===== config.mk =====
export PLATFORM = sky130hd
export DESIGN_NAME = delta_adjacency_list_decoder_unit
export DESIGN_NICKNAME = d
export VERILOG_FILES = /design/src/design/dald_pkg.sv /design/src/design/delta_adjacency_list_decoder_unit.sv
export SDC_FILE = /design/constraint.sdc
export NUM_CORES = 1
export LEC_CHECK = 0
export ABC_AREA = 1
export ABC_CLOCK_PERIOD_IN_PS = 5400
export BUFFER_PORTS_ARGS = -buffer_cell sky130_fd_sc_hd__buf_4
export CAP_MARGIN = 30
export CORE_ASPECT_RATIO = 0.7
export CORE_MARGIN = 2
export CORE_UTILIZATION = 30
export CTS_CLUSTER_DIAMETER = 60
export CTS_CLUSTER_SIZE = 40
export DETAILED_ROUTE_END_ITERATION = 16
export GPL_TIMING_DRIVEN = 0
export PLACE_DENSITY = 0.48
export SLEW_MARGIN = 30
export SYNTH_ARGS = -nofsm -noshare
export SYNTH_HDL_FRONTEND = slang
export SYNTH_SLANG_ARGS = --single-unit

===== constraint.sdc =====
create_clock -name clk -period 5.4 [get_ports clk]
set_input_delay 0.27 -clock clk [delete_from_list [all_inputs] [get_ports clk]]
set_output_delay 0.27 -clock clk [all_outputs]
set_load 0.02 [all_outputs]

===== src/design/dald_pkg.sv =====
// Shared types and constants for the delta adjacency list decoder.
// No dependencies; imported by delta_adjacency_list_decoder_unit.
package dald_pkg;

    localparam int ID_W      = 32;
    localparam int NODE_BITS = ID_W;
    localparam int BYTE_W    = 8;
    localparam int POS_W     = 3;
    localparam int CFG_W     = 6;
    localparam int CFG_N     = 8;
    localparam int ADDR_W    = 5;
    localparam int DATA_W    = 32;
    localparam int SKIP_W    = 64;

    localparam logic [CFG_W-1:0] CFG_RESET = 6'd8;

    localparam logic DIR_FWD      = 1'b0;
    localparam logic DIR_BACK     = 1'b1;
    localparam logic KIND_DEGREE  = 1'b0;
    localparam logic KIND_DELTA   = 1'b1;

    typedef enum logic [2:0] {
        PH_IDLE,
        PH_FWD_DEG,
        PH_SKIP,
        PH_DEG,
        PH_FIRST,
        PH_DELTA
    } phase_t;

    typedef enum logic [1:0] {
        SQ_WAIT,
        SQ_BITS,
        SQ_MUL
    } seq_t;

endpackage


===== src/design/delta_adjacency_list_decoder_unit.sv =====
// Delta adjacency list decoder: bit-serial field extraction over packed stream bytes.
// Depends on dald_pkg for types and constants.
//
//   channel  | direction | handshake          | payload
//   ---------+-----------+--------------------+---------------------------------------------
//   in       | sink      | in_valid/in_stall  | func, stream_byte, start_bit, group_base,
//            |           |                    | collapsed, backward
//   out      | source    | out_valid/out_stall| node_id, empty_list, last
//   config   | APB slave | psel/penable/pready| paddr, pwdata, prdata
//
// A byte is taken in SQ_WAIT; in_stall then holds off the next one while SQ_BITS consumes
// each stream bit it uses (up to 8) and, when the forward degree field ends, SQ_MUL
// computes the skip length. Bits go one per cycle through a single shift/accumulate unit,
// but a bit that completes a node result waits while the output register is full and stalled.
// rst_n clears all control state and loads every width register with 8.
module delta_adjacency_list_decoder_unit
    import dald_pkg::*;
#(
    parameter int MAX_FIELD_BITS = 32
)
(
    input  logic                clk,
    input  logic                rst_n,

    input  logic                in_valid,
    output logic                in_stall,
    input  logic                func,
    input  logic [BYTE_W-1:0]   stream_byte,
    input  logic [POS_W-1:0]    start_bit,
    input  logic [ID_W-1:0]     group_base,
    input  logic                collapsed,
    input  logic                backward,

    output logic                out_valid,
    input  logic                out_stall,
    output logic [ID_W-1:0]     node_id,
    output logic                empty_list,
    output logic                last,

    input  logic                psel,
    input  logic                penable,
    input  logic                pwrite,
    input  logic [ADDR_W-1:0]   paddr,
    input  logic [DATA_W-1:0]   pwdata,
    output logic [DATA_W-1:0]   prdata,
    output logic                pready
);

    localparam int MAXF = MAX_FIELD_BITS;
    localparam int FW   = $clog2(MAXF + 2);
    localparam int PW   = MAXF + FW;
    localparam int SUMW = (PW + 1 > SKIP_W + 1) ? PW + 1 : SKIP_W + 1;

    logic [CFG_W-1:0]     cfg_reg [CFG_N];

    seq_t                 seq_reg, seq_next;
    phase_t               phase_reg, phase_next;
    logic [BYTE_W-1:0]    byte_reg, byte_next;
    logic [POS_W-1:0]     pos_reg, pos_next;
    logic                 more_reg, more_next;
    logic [MAXF:0]        accum_reg, accum_next;
    logic [FW-1:0]        bits_left_reg, bits_left_next;
    logic [MAXF-1:0]      entries_reg, entries_next;
    logic [SKIP_W-1:0]    skip_reg, skip_next;
    logic [NODE_BITS-1:0] cur_reg, cur_next;
    logic [NODE_BITS-1:0] base_reg, base_next;
    logic [1:0]           flags_reg, flags_next;

    logic                 out_valid_reg;
    logic [ID_W-1:0]      node_id_reg;
    logic                 empty_reg;
    logic                 last_reg;

    logic                 in_xfer;
    logic                 can_emit;
    logic                 step_go;
    logic                 fwd_done;
    logic                 field_end;
    logic                 emit_want;
    logic                 emit;
    logic [NODE_BITS-1:0] emit_node;
    logic                 emit_empty;
    logic                 emit_last;
    logic                 cur_bit;
    logic [MAXF:0]        acc_shift;
    logic [FW-1:0]        bl_dec;
    logic [FW-1:0]        delta_w;
    logic [FW-1:0]        fdw;
    logic [NODE_BITS-1:0] half;
    logic [NODE_BITS-1:0] node_val;
    logic [PW-1:0]        prod;
    logic [SUMW-1:0]      sum;
    logic                 cfg_wr;

    function automatic logic [FW-1:0] width_sel(input logic which, input logic col,
                                                input logic kind);
        logic [CFG_W-1:0] r;
        r = cfg_reg[{which, col, kind}];
        if (r == '0)
            return FW'(1);
        else if (r > CFG_W'(MAXF))
            return FW'(MAXF);
        else
            return FW'(r);
    endfunction

    // configuration port
    assign cfg_wr = psel && penable && pwrite && pready;
    assign pready = 1'b1;
    assign prdata = DATA_W'(cfg_reg[paddr[ADDR_W-1:2]]);

    always_ff @(posedge clk or negedge rst_n)
    begin
        if (!rst_n)
        begin
            for (int i = 0; i < CFG_N; i++)
            begin
                cfg_reg[i] <= CFG_RESET;
            end
        end
        else if (cfg_wr)
        begin
            cfg_reg[paddr[ADDR_W-1:2]] <= pwdata[CFG_W-1:0];
        end
    end

    assign in_xfer  = in_valid && !in_stall;
    assign can_emit = !out_valid_reg || !out_stall;

    // sequencer next state
    always_comb
    begin
        seq_next = seq_reg;
        unique case (seq_reg)
            SQ_WAIT:
            begin
                if (in_xfer && (func || phase_reg != PH_IDLE))
                    seq_next = SQ_BITS;
            end
            SQ_BITS:
            begin
                if (step_go)
                begin
                    priority if (fwd_done)
                        seq_next = SQ_MUL;
                    else if (phase_next == PH_IDLE || pos_reg == '0)
                        seq_next = SQ_WAIT;
                end
            end
            SQ_MUL:
            begin
                seq_next = more_reg ? SQ_BITS : SQ_WAIT;
            end
            default:
            begin
                seq_next = SQ_WAIT;
            end
        endcase
    end

    // sequencer outputs
    always_comb
    begin
        in_stall = (seq_reg != SQ_WAIT);
    end

    // shared bit unit and field decode
    always_comb
    begin
        phase_next     = phase_reg;
        byte_next      = byte_reg;
        pos_next       = pos_reg;
        more_next      = more_reg;
        accum_next     = accum_reg;
        bits_left_next = bits_left_reg;
        entries_next   = entries_reg;
        skip_next      = skip_reg;
        cur_next       = cur_reg;
        base_next      = base_reg;
        flags_next     = flags_reg;

        emit       = 1'b0;
        emit_node  = '0;
        emit_empty = 1'b0;
        emit_last  = 1'b0;
        step_go    = 1'b0;
        fwd_done   = 1'b0;

        cur_bit   = byte_reg[pos_reg];
        acc_shift = {accum_reg[MAXF-1:0], cur_bit};
        bl_dec    = bits_left_reg - FW'(1);
        delta_w   = width_sel(flags_reg[1], flags_reg[0], KIND_DELTA);
        fdw       = width_sel(DIR_FWD, flags_reg[0], KIND_DELTA);
        half      = NODE_BITS'(acc_shift[MAXF:1]);
        node_val  = acc_shift[0] ? (base_reg - half) : (base_reg + half);
        prod      = PW'(accum_reg[MAXF-1:0] - MAXF'(1)) * PW'(fdw);
        sum       = SUMW'(prod) + SUMW'(fdw) + SUMW'(1);

        field_end = (phase_reg != PH_SKIP) && (bl_dec == '0);
        emit_want = field_end && (phase_reg == PH_FIRST || phase_reg == PH_DELTA ||
                                  (phase_reg == PH_DEG && acc_shift == '0));

        unique case (seq_reg)
            SQ_WAIT:
            begin
                if (in_xfer)
                begin
                    byte_next = stream_byte;
                    if (func)
                    begin
                        base_next      = NODE_BITS'(group_base);
                        flags_next     = {backward, collapsed};
                        cur_next       = '0;
                        entries_next   = '0;
                        skip_next      = '0;
                        accum_next     = '0;
                        bits_left_next = width_sel(DIR_FWD, collapsed, KIND_DEGREE);
                        phase_next     = backward ? PH_FWD_DEG : PH_DEG;
                        pos_next       = ~start_bit;
                    end
                    else
                    begin
                        pos_next = '1;
                    end
                end
            end
            SQ_BITS:
            begin
                step_go = !emit_want || can_emit;
                if (step_go)
                begin
                    pos_next  = pos_reg - POS_W'(1);
                    more_next = (pos_reg != '0);
                    if (phase_reg == PH_SKIP)
                    begin
                        skip_next = skip_reg - SKIP_W'(1);
                        if (skip_reg == SKIP_W'(1))
                        begin
                            phase_next     = PH_DEG;
                            accum_next     = '0;
                            bits_left_next = width_sel(DIR_BACK, flags_reg[0], KIND_DEGREE);
                        end
                    end
                    else
                    begin
                        accum_next     = acc_shift;
                        bits_left_next = bl_dec;
                        if (field_end)
                        begin
                            unique case (phase_reg)
                                PH_FWD_DEG:
                                begin
                                    fwd_done = 1'b1;
                                end
                                PH_DEG:
                                begin
                                    if (acc_shift == '0)
                                    begin
                                        emit       = 1'b1;
                                        emit_empty = 1'b1;
                                        emit_last  = 1'b1;
                                        phase_next = PH_IDLE;
                                    end
                                    else
                                    begin
                                        entries_next   = acc_shift[MAXF-1:0];
                                        phase_next     = PH_FIRST;
                                        accum_next     = '0;
                                        bits_left_next = delta_w + FW'(1);
                                    end
                                end
                                PH_FIRST, PH_DELTA:
                                begin
                                    if (phase_reg == PH_FIRST)
                                        cur_next = node_val;
                                    else
                                        cur_next = cur_reg + NODE_BITS'(acc_shift);
                                    entries_next = entries_reg - MAXF'(1);
                                    emit         = 1'b1;
                                    emit_node    = cur_next;
                                    emit_last    = (entries_reg == MAXF'(1));
                                    if (entries_reg == MAXF'(1))
                                    begin
                                        phase_next = PH_IDLE;
                                    end
                                    else
                                    begin
                                        phase_next     = PH_DELTA;
                                        accum_next     = '0;
                                        bits_left_next = delta_w;
                                    end
                                end
                                default:
                                begin
                                    phase_next = PH_IDLE;
                                end
                            endcase
                        end
                    end
                end
            end
            SQ_MUL:
            begin
                if (accum_reg[MAXF-1:0] == '0)
                begin
                    phase_next     = PH_DEG;
                    accum_next     = '0;
                    bits_left_next = width_sel(DIR_BACK, flags_reg[0], KIND_DEGREE);
                end
                else
                begin
                    phase_next = PH_SKIP;
                    skip_next  = (|sum[SUMW-1:SKIP_W]) ? '1 : sum[SKIP_W-1:0];
                end
            end
            default:
            begin
                phase_next = PH_IDLE;
            end
        endcase
    end

    always_ff @(posedge clk or negedge rst_n)
    begin
        if (!rst_n)
        begin
            seq_reg       <= SQ_WAIT;
            phase_reg     <= PH_IDLE;
            byte_reg      <= '0;
            pos_reg       <= '0;
            more_reg      <= 1'b0;
            accum_reg     <= '0;
            bits_left_reg <= '0;
            entries_reg   <= '0;
            skip_reg      <= '0;
            cur_reg       <= '0;
            base_reg      <= '0;
            flags_reg     <= '0;
        end
        else
        begin
            seq_reg       <= seq_next;
            phase_reg     <= phase_next;
            byte_reg      <= byte_next;
            pos_reg       <= pos_next;
            more_reg      <= more_next;
            accum_reg     <= accum_next;
            bits_left_reg <= bits_left_next;
            entries_reg   <= entries_next;
            skip_reg      <= skip_next;
            cur_reg       <= cur_next;
            base_reg      <= base_next;
            flags_reg     <= flags_next;
        end
    end

    // output register
    always_ff @(posedge clk or negedge rst_n)
    begin
        if (!rst_n)
        begin
            out_valid_reg <= 1'b0;
        end
        else if (emit)
        begin
            out_valid_reg <= 1'b1;
        end
        else if (out_valid_reg && !out_stall)
        begin
            out_valid_reg <= 1'b0;
        end
    end

    always_ff @(posedge clk)
    begin
        if (emit)
        begin
            node_id_reg <= ID_W'(emit_node);
            empty_reg   <= emit_empty;
            last_reg    <= emit_last;
        end
    end

    assign out_valid  = out_valid_reg;
    assign node_id    = node_id_reg;
    assign empty_list = empty_reg;
    assign last       = last_reg;

endmodule


==> flow_summary_export.csv <==
group,metric,value,unit
outcome,status,"finished, violations left",
outcome,violations,"setup timing",
worst_hold_path,holdPathEnd,"flags_reg[1]",
drt,totalWireLength,113,mm
cells_and_area,finalInstanceArea,36600,sq um
clock_tree,numCtsBuffers,38,
setup_path,critPathMaxFanout,7,
drt,via_count,29800,
setup_path,worstReg2RegStart,"accum_reg[4]",
worst_hold_path,worstHoldPathCells,4,
timing,min_period,6.50,ns
drt,wl_per_cell,18.7,um
global_routing,track_usage,22.3,%
synthesis,synth_area_leader_cell,"dfrtp_1",
synthesis,synth_area_per_cell,6.73,sq um
die,coreArea,96400,sq um
die,dieWidth,378,um
timing,finClkSkew,0.0609,ns
place,hpwl,90.4,mm
setup_path,crit_path_end_kind,"flop",
global_routing,grt_start_max_net_pins,73,
clock_tree,clock_path_buffers,3,
place,placed_cells,5799,
setup_path,r2r_slack,-1.10,ns
cells_and_area,syn_to_final_growth,24.9,%
global_routing,grt_first_pass_wirelength,172,mm
clock_tree,ctsRootBufferMaster,"clkbuf_16",
die,io_pins,159,
timing,tns,-19.50,ns
die,dieArea,100000,sq um
setup_path,r2r-end,"skip_reg[36]",
place,globalplace.congestion,0.904,
cells_and_area,n_fill_cell,10300,
setup_path,worstSetupStartpointType,"flop",
die,rows,95,
place,portBuffers,103,
clock_tree,cts.htree.levels,2,
synthesis,yosysWarnings,0,
cells_and_area,largest_reg_flops,64,
setup_path,critical_path.max_stage_delay,0.55,ns
synthesis,syn_area,29300,sq um
timing,slew_headroom,30.8,%
global_routing,globalRouteOverflowTotal,0,
drt,drc_errors,0,
synthesis,async_flop_share,88.7,%
timing,worstMarginPinSlew,1.04,ns
synthesis,ys_ff_latch,300,
synthesis,yosysSeqAreaShare,26.2,%
synthesis,synthTopCellsByArea,"dfrtp_1 22%, nand2_1 14%, fa_1 9.2%",
flow_run,max_cap_viol_count,0,
timing,min_period_over_period,120,%
die,fp.dieH,265,um
place,postPlaceCellArea,32200,sq um
die,start_util,30.4,%
synthesis,syn_inst,4356,
synthesis,synth_edf_count,34,
synthesis,yosys_most_used_dff,"dfrtp_1",
timing,slew_viol_final,0,
clock_tree,cts_tree,"yes",
timing,finalSetupViolCount,30,
cells_and_area,nets,5011,
setup_path,critPathRequiredTime,5.86,ns
setup_path,worstSetupPathType,"flop to flop",
cells_and_area,drive_gt1_share,16.9,%
global_routing,grt_pass1_vias,28300,
synthesis,yosys.area.top_type_share,22.0,%
place,pre_cts_slack,-1.79,ns
drt,ant_nets,0,
setup_path,slowest_stage,"fa_1",
clock_tree,clkLatencyLatePin,0.62,ns
timing,rsz0062_at_grt,"yes",
setup_path,reg2reg_depth,36,
worst_hold_path,hp-class,"primary input to flop",
drt,first_pass_iters,6,
clock_tree,cts_sinks,300,
cells_and_area,layout.cells.non_filler,6009,
global_routing,antenna_found_initial,2,
setup_path,crit_path_frequent_cell,"nand2_1",
drt,drt_iter0_drc,2449,
timing,clock.fmax,0.154,GHz
worst_hold_path,hp-start,"backward",
drt,routed_via_density,4.96,
synthesis,netlist-cell-type-count,67,
timing,fin_ws,-1.10,ns
setup_path,worstPathArrival,6.96,ns
timing,finalHoldViolCount,0,
clock_tree,clkTransAtPathRegs,0.07,ns
[how the worst max path moves through the flow]
stage / depth (start not counted) / from / slack (ns) / endpoint
after floorplan: 37 / accum_reg[0] / -0.22 / skip_reg[36]
after global placement: 33 / accum_reg[0] / -1.78 / skip_reg[37]
after detailed placement: 34 / flags_reg[0] / -1.79 / skip_reg[37]
after CTS: 40 / accum_reg[0] / -1.15 / skip_reg[32]
after global routing: 39 / accum_reg[0] / -1.41 / skip_reg[36]
final: 36 / accum_reg[4] / -1.10 / skip_reg[36]
[kinds of logic after synthesis]
family,after synthesis,synth area share (%)
AOI/OAI and AO/OA,701,13.2
buffers and inverters,822,11.2
DFF,300,26.2
and+or+nand+nor,2147,31.0
adders and majority gates,255,14.3
other,2,0.0256
xor gates and xnor gates,118,3.60
muxes,11,0.406
[stage by stage]
| step | hold WS [ns] | utilization (%) |
|---|---|---|
| 5_1_grt | 0.0476 | 37.9 |
| 6_report | 0.0237 | 37.9 |
| 4_1_cts | 0.00124 | 37.7 |
| 2_1_floorplan | -0.0256 | - |
| 3_3_place_gp | 0.471 | 33.3 |
| 3_5_place_dp | 0.158 | 33.4 |
[timing repair]
item,4_1_cts,5_1_grt
resized for setup,392,52
endpoints found under the hold margin,133,0
pin swaps,91,42
cloned,1,0
hold buffers,48,0
setup endpoints to repair,60,55
setup buffers,80,8
[metal layers]
| layer | part of all wire (%) | GRT usage [%] | wire length, um | vias up |
|---|---|---|---|---|
| li1 | - | - | - | 14500 |
| met2 | 37 | 28.9 | 42200 | 899 |
| met5 | 0 | 0 | 0 | - |
| met4 | 1.2 | 3.42 | 1400 | 0 |
| met3 | 8.6 | 4.86 | 9710 | 73 |
| met1 | 53 | 36.8 | 59300 | 14300 |
[cells in the final DEF (no fill, tap or decap), types with 9 or more instances in the layout]
master,n
nand2_1,1010
inv_1,632
nor2_1,521
o21ai_0,305
dfrtp_1,250
buf_4,210
a21oi_1,180
nand3_1,149
fa_1,132
nand4_1,90
ha_1,88
nand2_2,74
nor3_1,59
nor2_4,56
clkbuf_1,56
xor2_1,55
o21ai_1,52
nor2_2,50
dlygate4sd3_1,48
inv_2,39
clkbuf_16,39
edfxtp_1,34
xnor2_1,33
ha_4,30
conb_1,27
buf_2,26
nand2_4,24
or2_2,23
nand3_2,22
a31oi_1,22
o211ai_1,20
o22ai_1,18
xor2_2,16
a21oi_2,16
buf_6,15
o2111ai_1,14
nor4_1,14
xor2_4,12
nand3_4,9
a21o_1,9
[area by class of cell]
type / instances / area, sq um / share of cell area, %
Clock buffer: 42 / 976 / 2.67
Inverter: 683 / 2590 / 7.09
Timing Repair Buffer: 245 / 2150 / 5.87
Buffer: 139 / 841 / 2.30
Multi-Input combinational cell: 3259 / 20300 / 55.6
Clock inverter: 28 / 325 / 0.889
Antenna cell: 4 / 10.0 / 0.0274
Sequential cell: 300 / 7700 / 21.0
Tap cell: 1309 / 1640 / 4.48
[critical path, delay by kind of cell (launching register included)]
kind,cells,cell delay [ns]
xor+xnor,1,0.15
fa+ha+maj,4,1.81
buf+inv,6,0.74
flops,1,0.51
simple gates,25,3.11
[synth_stat cells, types with 8 or more instances]
library cell	count
dfstp_2	8
ha_1	121
o22ai_1	18
nor3_1	68
nor2_1	598
buf_4	33
xor2_1	80
nand2_2	20
clkbuf_1	72
xnor2_1	35
nand3_1	172
a21oi_1	195
a31oi_1	22
o21ai_1	46
inv_1	664
o2111ai_1	14
o31ai_1	8
nand2_1	1088
a22oi_1	8
fa_1	134
dfrtp_1	258
inv_2	15
edfxtp_1	34
nor2_2	22
o21ai_0	316
nor4_1	19
or2_2	24
o211ai_1	20
buf_2	25
a21o_1	9
nand4_1	90
Power is left out: the tool's default activity adds up to more than one toggle a clock period on the data nets, which glitch-free logic cannot reach.
